[src/sv/i2cm_pkg.sv]
// Shared types, codes and constants of the I2C master bit engine.
package i2cm_pkg;

   localparam int unsigned HALF_W    = 16;
   localparam int unsigned STRETCH_W = 10;
   localparam int unsigned BYTE_W    = 8;
   localparam int unsigned BIT_CNT_W = 4;
   localparam int unsigned CSR_IDX_W = 1;

   localparam logic [BIT_CNT_W-1:0] DATA_BITS     = 4'd8;
   localparam logic [HALF_W-1:0]    HALF_RESET    = 16'd250;
   localparam logic [STRETCH_W-1:0] STRETCH_RESET = 10'd10;

   typedef enum logic [CSR_IDX_W-1:0] {
      CSR_HALF_PERIOD = 1'b0,
      CSR_STRETCH     = 1'b1
   } csr_idx_type;

   typedef enum logic [2:0] {
      CMD_NONE  = 3'd0,
      CMD_START = 3'd1,
      CMD_STOP  = 3'd2,
      CMD_WRITE = 3'd3,
      CMD_READ  = 3'd4
   } cmd_type;

   typedef enum logic [4:0] {
      PH_IDLE     = 5'd0,
      PH_RS_REL   = 5'd1,
      PH_RS_WAIT  = 5'd2,
      PH_RS_SETUP = 5'd3,
      PH_ST_CHK   = 5'd4,
      PH_ST_HOLD  = 5'd5,
      PH_SP_LOW   = 5'd6,
      PH_SP_WAIT  = 5'd7,
      PH_SP_SETUP = 5'd8,
      PH_SP_REL   = 5'd9,
      PH_SP_END   = 5'd10,
      PH_WR_LOW   = 5'd11,
      PH_WR_WAIT  = 5'd12,
      PH_WR_HIGH  = 5'd13,
      PH_RD_LOW   = 5'd14,
      PH_RD_WAIT  = 5'd15,
      PH_RD_HIGH  = 5'd16,
      PH_RN_LOW   = 5'd17,
      PH_RN_WAIT  = 5'd18,
      PH_RN_HIGH  = 5'd19
   } phase_type;

   typedef struct packed {
      logic [HALF_W-1:0]    half_period_ticks;
      logic [STRETCH_W-1:0] stretch_limit;
   } cfg_type;

   typedef struct packed {
      logic              scl_drive_low;
      logic              sda_drive_low;
      logic              ready_res;
      logic              done_res;
      logic [BYTE_W-1:0] read_data;
      logic              acked;
      logic              arbitration_lost;
      logic              bus_started;
   } res_type;

   function automatic logic is_wait(input phase_type p);
      return p == PH_RS_WAIT || p == PH_SP_WAIT || p == PH_WR_WAIT ||
             p == PH_RD_WAIT || p == PH_RN_WAIT;
   endfunction

endpackage

[src/sv/i2cm_core.sv]
// Bus phase sequencer: phase, counters, shift byte and flags, advanced one tick per beat.
module i2cm_core import i2cm_pkg::*; (
   input  logic                 clock,
   input  logic                 reset,
   input  logic                 step_en,
   input  logic [2:0]           cmd,
   input  logic [BYTE_W-1:0]    write_data,
   input  logic                 send_nack,
   input  logic                 scl_in,
   input  logic                 sda_in,
   input  cfg_type              cfg,
   output res_type              res
);

   phase_type              phase_ff, phase_in;
   logic [BIT_CNT_W-1:0]   bit_ff, bit_in;
   logic [BYTE_W-1:0]      shift_ff, shift_in;
   logic [HALF_W-1:0]      delay_ff, delay_in;
   logic [STRETCH_W-1:0]   stretch_ff, stretch_in;
   logic [BYTE_W-1:0]      rdbyte_ff, rdbyte_in;
   logic                   started_ff, started_in;
   logic                   arb_ff, arb_in;
   logic                   ack_ff, ack_in;
   logic                   scl_low_ff, scl_low_in;
   logic                   sda_low_ff, sda_low_in;

   logic                   enter_en;
   phase_type              enter_ph;
   logic                   done;
   logic [HALF_W:0]        half;
   logic                   half_open;

   // a zero half period acts as one tick
   assign half      = (cfg.half_period_ticks == '0) ? {{HALF_W{1'b0}}, 1'b1}
                                                    : {1'b0, cfg.half_period_ticks};
   assign half_open = ({1'b0, delay_ff} + {{HALF_W{1'b0}}, 1'b1}) < half;

   always_comb begin
      phase_in   = phase_ff;
      bit_in     = bit_ff;
      shift_in   = shift_ff;
      delay_in   = delay_ff;
      stretch_in = stretch_ff;
      rdbyte_in  = rdbyte_ff;
      started_in = started_ff;
      arb_in     = arb_ff;
      ack_in     = ack_ff;
      scl_low_in = scl_low_ff;
      sda_low_in = sda_low_ff;
      enter_en   = 1'b0;
      enter_ph   = phase_ff;
      done       = 1'b0;

      priority if (phase_ff == PH_IDLE) begin
         if (cmd == CMD_START || cmd == CMD_STOP || cmd == CMD_WRITE || cmd == CMD_READ) begin
            arb_in   = 1'b0;
            enter_en = 1'b1;
            priority if (cmd == CMD_START) begin
               enter_ph = started_ff ? PH_RS_REL : PH_ST_CHK;
            end else if (cmd == CMD_STOP) begin
               enter_ph = PH_SP_LOW;
            end else if (cmd == CMD_WRITE) begin
               shift_in = write_data;
               bit_in   = '0;
               enter_ph = PH_WR_LOW;
            end else begin
               shift_in = '0;
               bit_in   = '0;
               enter_ph = send_nack ? PH_RN_LOW : PH_RD_LOW;
            end
         end
      end else if (is_wait(phase_ff)) begin
         // hold while the slave stretches SCL, up to the limit
         if (scl_in || stretch_ff >= cfg.stretch_limit) begin
            enter_en = 1'b1;
            unique case (phase_ff)
               PH_RS_WAIT: enter_ph = PH_RS_SETUP;
               PH_SP_WAIT: enter_ph = PH_SP_SETUP;
               PH_WR_WAIT: enter_ph = PH_WR_HIGH;
               PH_RD_WAIT: enter_ph = PH_RD_HIGH;
               default:    enter_ph = PH_RN_HIGH;
            endcase
         end else begin
            stretch_in = stretch_ff + 1'b1;
         end
      end else if (half_open) begin
         delay_in = delay_ff + 1'b1;
      end else begin
         enter_en = 1'b1;
         unique case (phase_ff)
            PH_ST_CHK: begin
               if (!sda_in) arb_in = 1'b1;
               enter_ph = PH_ST_HOLD;
            end
            PH_ST_HOLD: begin
               scl_low_in = 1'b1;
               started_in = 1'b1;
               done       = 1'b1;
               enter_ph   = PH_IDLE;
            end
            PH_SP_REL: begin
               if (!sda_in) arb_in = 1'b1;
               enter_ph = PH_SP_END;
            end
            PH_SP_END: begin
               started_in = 1'b0;
               done       = 1'b1;
               enter_ph   = PH_IDLE;
            end
            PH_WR_HIGH: begin
               if (bit_ff < DATA_BITS) begin
                  if (shift_ff[BYTE_W-1] && !sda_in) arb_in = 1'b1;
                  shift_in = {shift_ff[BYTE_W-2:0], 1'b0};
               end else begin
                  ack_in = !sda_in;
               end
               scl_low_in = 1'b1;
               if (bit_ff >= DATA_BITS) begin
                  done     = 1'b1;
                  enter_ph = PH_IDLE;
               end else begin
                  bit_in   = bit_ff + 1'b1;
                  enter_ph = PH_WR_LOW;
               end
            end
            PH_RD_HIGH, PH_RN_HIGH: begin
               if (bit_ff < DATA_BITS) begin
                  shift_in = {shift_ff[BYTE_W-2:0], sda_in};
               end else begin
                  if (phase_ff == PH_RN_HIGH && !sda_in) arb_in = 1'b1;
                  rdbyte_in = shift_ff;
               end
               scl_low_in = 1'b1;
               if (bit_ff >= DATA_BITS) begin
                  done     = 1'b1;
                  enter_ph = PH_IDLE;
               end else begin
                  bit_in   = bit_ff + 1'b1;
                  enter_ph = (phase_ff == PH_RN_HIGH) ? PH_RN_LOW : PH_RD_LOW;
               end
            end
            PH_RS_REL:   enter_ph = PH_RS_WAIT;
            PH_RS_SETUP: enter_ph = PH_ST_CHK;
            PH_SP_LOW:   enter_ph = PH_SP_WAIT;
            PH_SP_SETUP: enter_ph = PH_SP_REL;
            PH_WR_LOW:   enter_ph = PH_WR_WAIT;
            PH_RD_LOW:   enter_ph = PH_RD_WAIT;
            PH_RN_LOW:   enter_ph = PH_RN_WAIT;
            default:     enter_ph = PH_IDLE;
         endcase
      end

      // entering a phase restarts the counters and sets up the lines
      if (enter_en) begin
         phase_in   = enter_ph;
         delay_in   = '0;
         stretch_in = '0;
         if (is_wait(enter_ph)) begin
            scl_low_in = 1'b0;
         end else if (enter_ph == PH_RS_REL || enter_ph == PH_ST_CHK ||
                      enter_ph == PH_SP_REL || enter_ph == PH_RN_LOW) begin
            sda_low_in = 1'b0;
         end else if (enter_ph == PH_ST_HOLD || enter_ph == PH_SP_LOW) begin
            sda_low_in = 1'b1;
         end else if (enter_ph == PH_WR_LOW) begin
            sda_low_in = (bit_in < DATA_BITS) ? !shift_in[BYTE_W-1] : 1'b0;
         end else if (enter_ph == PH_RD_LOW) begin
            sda_low_in = (bit_in >= DATA_BITS);
         end
      end
   end

   always_ff @(posedge clock) begin
      if (reset) begin
         phase_ff   <= PH_IDLE;
         bit_ff     <= '0;
         shift_ff   <= '0;
         delay_ff   <= '0;
         stretch_ff <= '0;
         rdbyte_ff  <= '0;
         started_ff <= 1'b0;
         arb_ff     <= 1'b0;
         ack_ff     <= 1'b0;
         scl_low_ff <= 1'b0;
         sda_low_ff <= 1'b0;
      end else if (step_en) begin
         phase_ff   <= phase_in;
         bit_ff     <= bit_in;
         shift_ff   <= shift_in;
         delay_ff   <= delay_in;
         stretch_ff <= stretch_in;
         rdbyte_ff  <= rdbyte_in;
         started_ff <= started_in;
         arb_ff     <= arb_in;
         ack_ff     <= ack_in;
         scl_low_ff <= scl_low_in;
         sda_low_ff <= sda_low_in;
      end
   end

   always_comb begin
      res.scl_drive_low    = scl_low_in;
      res.sda_drive_low    = sda_low_in;
      res.ready_res        = (phase_in == PH_IDLE);
      res.done_res         = done;
      res.read_data        = rdbyte_in;
      res.acked            = ack_in;
      res.arbitration_lost = arb_in;
      res.bus_started      = started_in;
   end

   a_done_idle: assert property (@(posedge clock) disable iff (reset)
      step_en && done |=> phase_ff == PH_IDLE)
      else $error("command finished but sequencer not idle");

   a_start_src: assert property (@(posedge clock) disable iff (reset)
      $rose(started_ff) |-> $past(phase_ff) == PH_ST_HOLD)
      else $error("bus started without a start hold phase");

   a_idle_hold: assert property (@(posedge clock) disable iff (reset)
      step_en && phase_ff == PH_IDLE && cmd == CMD_NONE |=> phase_ff == PH_IDLE)
      else $error("left idle without a command");

   a_bit_range: assert property (@(posedge clock) disable iff (reset)
      step_en && phase_ff == PH_WR_HIGH && bit_ff < DATA_BITS && !half_open
      |=> bit_ff == $past(bit_ff) + 1'b1)
      else $error("write bit count did not advance");

endmodule

[src/sv/i2c_master_bit_engine.sv]
// Top level of the I2C master bit engine: handshakes, configuration and result register.
//
// Each input beat is one bus tick carrying the sampled SCL and SDA levels and, when the
// engine reports ready, an optional command (start or repeated start, stop, write byte,
// read byte with ACK or NACK). Every beat yields exactly one result beat with the line
// drives and status after that tick, in the next cycle through a single result register.
// A beat is taken every cycle; the only throttle is back-pressure on the result side,
// which stalls the input while the result register is full and stalled. Each timed bus
// phase lasts half_period_ticks beats; a slave holding SCL low is waited on until
// stretch_limit stretch beats are counted. Configuration writes apply from the next cycle on.
module i2c_master_bit_engine import i2cm_pkg::*; (
   input  logic                 clock,
   input  logic                 reset,
   input  logic                 req_valid,
   output logic                 req_stall,
   input  logic [2:0]           req_command,
   input  logic [BYTE_W-1:0]    req_write_data,
   input  logic                 req_send_nack,
   input  logic                 req_scl_in,
   input  logic                 req_sda_in,
   output logic                 rsp_valid,
   input  logic                 rsp_stall,
   output logic                 rsp_scl_drive_low,
   output logic                 rsp_sda_drive_low,
   output logic                 rsp_ready_res,
   output logic                 rsp_done_res,
   output logic [BYTE_W-1:0]    rsp_read_data,
   output logic                 rsp_acked,
   output logic                 rsp_arbitration_lost,
   output logic                 rsp_bus_started,
   input  logic                 csr_write,
   input  logic [CSR_IDX_W-1:0] csr_index,
   input  logic [HALF_W-1:0]    csr_wdata
);

   cfg_type   cfg_ff;
   res_type   res_next;
   res_type   res_ff;
   logic      rsp_valid_ff, rsp_valid_in;
   logic      accept;

   assign req_stall    = rsp_valid_ff && rsp_stall;
   assign accept       = req_valid && !req_stall;
   assign rsp_valid_in = accept || (rsp_valid_ff && rsp_stall);

   always_ff @(posedge clock) begin
      if (reset) begin
         cfg_ff.half_period_ticks <= HALF_RESET;
         cfg_ff.stretch_limit     <= STRETCH_RESET;
      end else if (csr_write) begin
         unique case (csr_idx_type'(csr_index))
            CSR_HALF_PERIOD: cfg_ff.half_period_ticks <= csr_wdata;
            CSR_STRETCH:     cfg_ff.stretch_limit     <= csr_wdata[STRETCH_W-1:0];
            default:         cfg_ff.stretch_limit     <= cfg_ff.stretch_limit;
         endcase
      end
   end

   i2cm_core u_core (
      .clock      (clock),
      .reset      (reset),
      .step_en    (accept),
      .cmd        (req_command),
      .write_data (req_write_data),
      .send_nack  (req_send_nack),
      .scl_in     (req_scl_in),
      .sda_in     (req_sda_in),
      .cfg        (cfg_ff),
      .res        (res_next)
   );

   always_ff @(posedge clock) begin
      if (reset) begin
         rsp_valid_ff <= 1'b0;
      end else begin
         rsp_valid_ff <= rsp_valid_in;
      end
   end

   // load the result beat on accept, hold it otherwise
   always_ff @(posedge clock) begin
      if (accept) begin
         res_ff <= res_next;
      end
   end

   assign rsp_valid            = rsp_valid_ff;
   assign rsp_scl_drive_low    = res_ff.scl_drive_low;
   assign rsp_sda_drive_low    = res_ff.sda_drive_low;
   assign rsp_ready_res        = res_ff.ready_res;
   assign rsp_done_res         = res_ff.done_res;
   assign rsp_read_data        = res_ff.read_data;
   assign rsp_acked            = res_ff.acked;
   assign rsp_arbitration_lost = res_ff.arbitration_lost;
   assign rsp_bus_started      = res_ff.bus_started;

endmodule

[config.mk]
export PLATFORM = sky130hd
export DESIGN_NAME = i2c_master_bit_engine
export DESIGN_NICKNAME = d
export VERILOG_FILES = /design/src/sv/i2cm_pkg.sv /design/src/sv/i2cm_core.sv /design/src/sv/i2c_master_bit_engine.sv
export SDC_FILE = /design/constraint.sdc
export NUM_CORES = 1
export LEC_CHECK = 0
export ABC_AREA = 1
export BUFFER_PORTS_ARGS = -buffer_cell sky130_fd_sc_hd__buf_2
export CAP_MARGIN = 10
export CORE_MARGIN = 2
export CORE_UTILIZATION = 30
export DETAILED_ROUTE_END_ITERATION = 10
export PLACE_DENSITY = 0.51
export SLEW_MARGIN = 20
export SYNTH_ARGS = -nofsm -noshare
export SYNTH_HDL_FRONTEND = slang
export SYNTH_SLANG_ARGS = --single-unit
[constraint.sdc]
create_clock -name clock -period 8.5 [get_ports clock]
set_input_delay 0.425 -clock clock [delete_from_list [all_inputs] [get_ports clock]]
set_output_delay 0.425 -clock clock [all_outputs]
set_load 0.05 [all_outputs]
Yosys cells after proc, flatten, opt, wreduce, memory -nomap -nowiden
Index checks and enable logic that the tools add are counted.
{"block": "totals", "reg_bits": 98, "latch_bits": 0, "ramBits": 0, "romBits": 0, "inputBits": 36, "word_cells": 208, "mem_count": 0}
{"block": "op_classes", "n_addsub": 4, "mul": 0, "n_div": 0, "order_cmp": 6, "n_eq_ne": 46, "n_shift": 0, "mux": 87, "bitwise_logic": 1, "reduce_logical": 41}
{"cell": "$mux 8", "n": 14}
{"cell": "$mux 16", "n": 5}
{"cell": "$eq 5x4->1 const B", "n": 13}
{"cell": "$mux 5", "n": 12}
{"cell": "$pmux 5 s11", "n": 1}
{"cell": "$eq 5x3->1 const B", "n": 8}
{"cell": "$mux 10", "n": 4}
{"cell": "$mux 1", "n": 36}
{"cell": "$mux 4", "n": 9}
{"cell": "$eq 5x5->1 const B", "n": 6}
{"cell": "$pmux 5 s4", "n": 1}
{"cell": "$add 16x1->17 const B", "n": 1}
{"cell": "$logic_or 1x1->1", "n": 17}
{"cell": "$lt 17x17->1", "n": 1}
{"cell": "$add 16x1->16 const B", "n": 1}
{"cell": "$logic_not 16->1", "n": 1}
{"cell": "$pmux 8 s2", "n": 1}
{"cell": "$eq 5x2->1 const B", "n": 3}
{"cell": "$add 10x1->10 const B", "n": 1}
{"cell": "$eq 5x1->1 const B", "n": 2}
{"cell": "$ge 10x10->1", "n": 1}
{"cell": "$logic_not 5->1", "n": 2}
{"cell": "$reduce_and 9->1", "n": 1}
{"cell": "$ge 4x4->1 const B", "n": 2}
{"cell": "other kinds (21)", "n": 42}

Logic depth before layout (Yosys ltp)
{"block": "depth", "depth_word": 14, "ltp_mapped": 30}

Hierarchy
A second synthesis with hierarchy kept.
{"block": "hier_totals", "cells_unflattened": 838, "hier_area_um2": 5992.0}
{"module": "i2cm_core", "instances": 1, "cells_per_inst": 680, "area_per_inst_um2": 4486.8, "seq_area_each_um2": 1121.1}
{"module": "i2c_master_bit_engine", "instances": 1, "cells_per_inst": 158, "area_per_inst_um2": 1505.2, "seq_area_each_um2": 991.0}

Worst setup path before layout
OpenSTA, ideal clock, no wires.
{"block": "synth_path", "kind": "register to register", "startpoint": "register u_core.delay_ff[2]", "endpoint": "register res_ff (netlist bit rsp_scl_drive_low), data pin", "setup_ps": 256, "arrival_ps": 3453, "path_slack_ps": 4791, "stages_incl_launch_ff": 26, "period_less_slack_ps": 3709, "path_cell_list": "dfxtp_1 nand3_1 nor3b_1 nand4_1 nor2_1 nand3_1 nor2_1 xor2_1 inv_1 ha_1 and3_2 nand2_1 nand3_1 a21oi_4 nand2_4 buf_6 nand2_2 nand4_4 inv_2 nand2_2 nand2_1 nand2_2 nand2_1 nand2_1 o21ai_1 inv_1"}
{"item": "start, declared", "line": "i2cm_core.sv:18", "text": "logic [HALF_W-1:0] delay_ff, delay_in;"}
{"item": "start signal, assigned", "line": "i2cm_core.sv:190", "text": "delay_ff <= delay_in;"}
{"item": "end signal, assigned", "line": "i2c_master_bit_engine.sv:83", "text": "res_ff <= res_next;"}
{"item": "end, declared", "line": "i2c_master_bit_engine.sv:38", "text": "res_type res_ff;"}

Final worst setup path
{"block": "layout_path", "startpoint": "register u_core.delay_ff[2]", "endpoint": "register u_core.stretch_ff[4]"}
{"block": "layout_via", "elab_chain_cells": 7}
{"item": "$add 16x1->17 (*)", "line": "i2cm_core.sv:36", "text": "assign half_open = ({1'b0, delay_ff} + {{HALF_W{1'b0}}, 1'b1}) < half;"}
{"item": "$lt 17x17->1 (*)", "line": "i2cm_core.sv:36"}
{"item": "$mux 1 (*)", "line": "i2cm_core.sv:86", "text": "end else if (half_open) begin"}
{"item": "$mux 1 (*)", "line": "i2cm_core.sv:72", "text": "end else if (is_wait(phase_ff)) begin"}
{"item": "$mux 1 (*)", "line": "i2cm_core.sv:54", "text": "priority if (phase_ff == PH_IDLE) begin"}
{"item": "$ne 2x1->1 (no line) / $reduce_bool 2->1 (equally long branches)"}
{"item": "$reduce_and 4->1 (no line)"}
{"item": "end signal, assigned", "line": "i2cm_core.sv:191", "text": "stretch_ff <= stretch_in;"}
{"item": "end, declared", "line": "i2cm_core.sv:19", "text": "logic [STRETCH_W-1:0] stretch_ff, stretch_in;"}
Every way passes the cells marked *; elsewhere a longest branch is shown, timed or not.
A chain may end at the register's enable or synchronous reset.

==> impl_metrics.json <==
{
  "dp_slack_ps": 4027,
  "cts_num_sinks": 98,
  "cts_tree": "done",
  "cpLargestDelayFamily": "simple AND/OR/NAND/NOR gates",
  "post-cts-setup-buffers": 0,
  "synth-edff-count": 15,
  "synth_nets": 917,
  "ios": 53,
  "yosys_warnings": 0,
  "path_class": "reg2reg",
  "drt_wl_total_microns": 15680,
  "status": "finished, final reports clean",
  "synth_cell_types": 51,
  "avgViaCountPerCell": 4.692,
  "syn_avg_cell_area_sq_um": 7.168,
  "clk_pin_slew_ps": 70,
  "reg2reg_from": "u_core.delay_ff[2]",
  "endpoint_kind": "flop",
  "tightest_slew_ps": 816.9,
  "synthToLayoutAreaGrowth_pct": 12.87,
  "crit_arrival_ps": 4750,
  "cts_resized": 0,
  "grt_first_pass_wirelength_microns": 26350,
  "track_usage": 0.1517,
  "critPathSlowestCell": "nor3b_1",
  "finalNetCount": 959,
  "die_w_microns": 146.7,
  "hold_buffers": 0,
  "antenna_found_initial": 0,
  "yosysSeqAreaShare": 0.3458,
  "fin_crit_sh": 0.5312,
  "cts_buffers": 9,
  "final_area_sq_mm": 0.006893,
  "required_ps": 8730,
  "vias": 5485,
  "hold_path.class": "in2reg",
  "yosysTopAreaCell": "dfxtp_1",
  "crit_path_start_kind": "flop",
  "cp_max_fo": 11,
  "hold_start": "csr_wdata[4]",
  "highest_layer": "met4",
  "worst_skew_pair.late_latency_ps": 360,
  "synth.most_common_cell": "nand2_1",
  "synth_area_leaders": "dfxtp_1 (27%), nand2_1 (9.8%), inv_1 (8.1%)",
  "first_pass_iters": 5,
  "max_stage_delay_ps": 430,
  "port_buffers": 52,
  "synthFlopType": "dfxtp_1",
  "timing.fmax_mhz": 221.5,
  "ys_ff_latch": 98,
  "drtIter0Drc": 303,
  "ant_nets": 0,
  "rsz0062_at_grt": "no",
  "ys_top_cells_by_count": "nand2_1 (160), inv_1 (131), dfxtp_1 (83)",
  "wl_per_cell_microns": 13.41,
  "dieArea_sq_mm": 0.02152,
  "crit_start": "u_core.delay_ff[2]",
  "grt_max_degree": 36,
  "max_slew_margin": 0.4534,
  "cts_buffer_depth": 2,
  "start_util": 0.3038,
  "p_leak_uw": 0.003130,
  "ir_drop_mv": 0.08604,
  "fin_util": 0.3429,
  "root_buffer": "clkbuf_16",
  "period_needed_ps": 4515,
  "post-dp-hpwl_microns": 11660,
  "die_h_microns": 146.7,
  "drv_cap": 0,
  "yosysTopAreaCellShare": 0.2721,
  "syn-instance-count": 852,
  "finalSetupTns_ps": 0,
  "final_max_slew_viol_count": 0,
  "power_density_mw_per_mm2": 197.2,
  "placed_cell_area_sq_mm": 0.006598,
  "netlist_area_sq_mm": 0.006107,
  "grt_pass1_vias": 5185,
  "final_hold_viol_count": 0,
  "row_count": 52,
  "routedLengthMet1_microns": 8050,
  "htree_levels": 3,
  "wl_met2_microns": 6635,
  "wl_met3_microns": 670,
  "layout-drive-gt1-share": 0.1568,
  "path_buf_inv": 4,
  "gp_congestion": 0.8468,
  "core-area_sq_mm": 0.02010,
  "gr-total-overflow": 0,
  "timing.final.ws_setup_ps": 3985,
  "setup_violations": 0,
  "async_flop_share": 0,
  "drc": 0,
  "diodes": 0,
  "crit_path_cell_trace": "nand3_1 -> nor3b_1 -> nand4_1 -> nor2_1 -> nand3_1 -> nor2_1 -> xor2_1 -> inv_1 -> ha_1 -> and3_2 -> nand2_1 -> nor3_1 -> nand2_2 -> nand3_2 -> nand2_1 -> nor2_2 -> inv_1 -> nor2_2 -> inv_1 -> nand2_1 -> inv_2 -> o21ai_0 -> a21oi_1",
  "clock-skew-final_ps": 8.163
}
[worst min-delay path: stages]
cell and delay [ps]:
buf_2 90, nand2_1 50, o211ai_1 60
[placed cells by master (no fill, tap or decap), types with 4 or more instances in the layout]
| master | instances |
|---|---|
| o22ai_1 | 5 |
| nand2_1 | 160 |
| o21ai_0 | 60 |
| o31ai_1 | 5 |
| nand3_2 | 6 |
| o211ai_1 | 11 |
| inv_1 | 131 |
| nor2_2 | 12 |
| nand4_1 | 13 |
| a21oi_1 | 74 |
| nor2_1 | 68 |
| clkbuf_16 | 11 |
| nand2_2 | 13 |
| o21ai_1 | 5 |
| nand2_4 | 6 |
| xnor2_1 | 7 |
| nand3_1 | 48 |
| buf_2 | 52 |
| ha_1 | 29 |
| xor2_1 | 8 |
| edfxtp_1 | 15 |
| buf_4 | 4 |
| dfxtp_1 | 83 |
| nor3_1 | 10 |
| inv_2 | 12 |
| o21ai_2 | 8 |
| clkbuf_1 | 4 |
| a31oi_1 | 6 |
[power by group]
group | switching [uW] | internal (uW) | total [uW] | leakage, uW
sequential | 23.5 | 509 | 532 | 0.000830
combinational | 290 | 119 | 409 | 0.00216
clock | 183 | 235 | 417 | 0.000144
total | 497 | 863 | 1360 | 0.00313
[state kept, by name, summed over array words and instances (netlist names), 3 cells and up, named ones only]
register           flops
u_core.phase_ff        5
rsp_read_data          8
cfg_ff                26
u_core.shift_ff        8
u_core.delay_ff       16
u_core.stretch_ff     10
u_core.rdbyte_ff       8
u_core.bit_ff          3
[cells by family (layout without fill, tap and decap cells)]
logic type / Yosys count / in the layout / share of synthesized area
adders and majority gates: 29 / 29 / 0.05941
DFF: 98 / 98 / 0.3458
xor gates and xnor gates: 15 / 15 / 0.02151
and+or+nand+nor: 353 / 353 / 0.2829
buffers and inverters: 169 / 216 / 0.1119
AOI/OAI and AO/OA: 188 / 188 / 0.1784
[metrics by stage]
step / hold slack, ps / power [uW] / std cells
6_report: 307.3 / 1359 / 1169
5_1_grt: 318.2 / 1445 / 1169
4_1_cts: 299.0 / 1376 / 1169
3_5_place_dp: 459.5 / 951.5 / 1153
3_3_place_gp: 455.0 / 953.4 / 1153
2_1_floorplan: 431.7 / 857.8 / 852
[per-layer routing]
metal | GRT usage | up-vias
met2 | 0.2249 | 107
met4 | 0.05340 | 0
li1 | - | 2889
met1 | 0.2197 | 2470
met3 | 0.02781 | 19
met5 | 0 | -
[area by class of cell]
type | count | area, sq um
Fill cell | 2163 | 13210
Multi-Input combinational cell | 585 | 3314
Sequential cell | 98 | 2112
Inverter | 144 | 543.0
Tap cell | 270 | 337.8
Clock buffer | 15 | 290.3
Timing Repair Buffer | 56 | 290.3
Clock inverter | 1 | 5.005
[worst paths after layout]
| path | to | slack, ps | cells after the start |
|---|---|---|---|
| worst min register to register | cfg_ff[8] | 460 | 2 |
| worst max register to register | u_core.stretch_ff[4] | 3980 | 23 |
| worst max-delay path | u_core.stretch_ff[4] | 3980 | 23 |
| worst min-delay path | cfg_ff[14] | 310 | 3 |
Power figures use the tool's default switching activity.
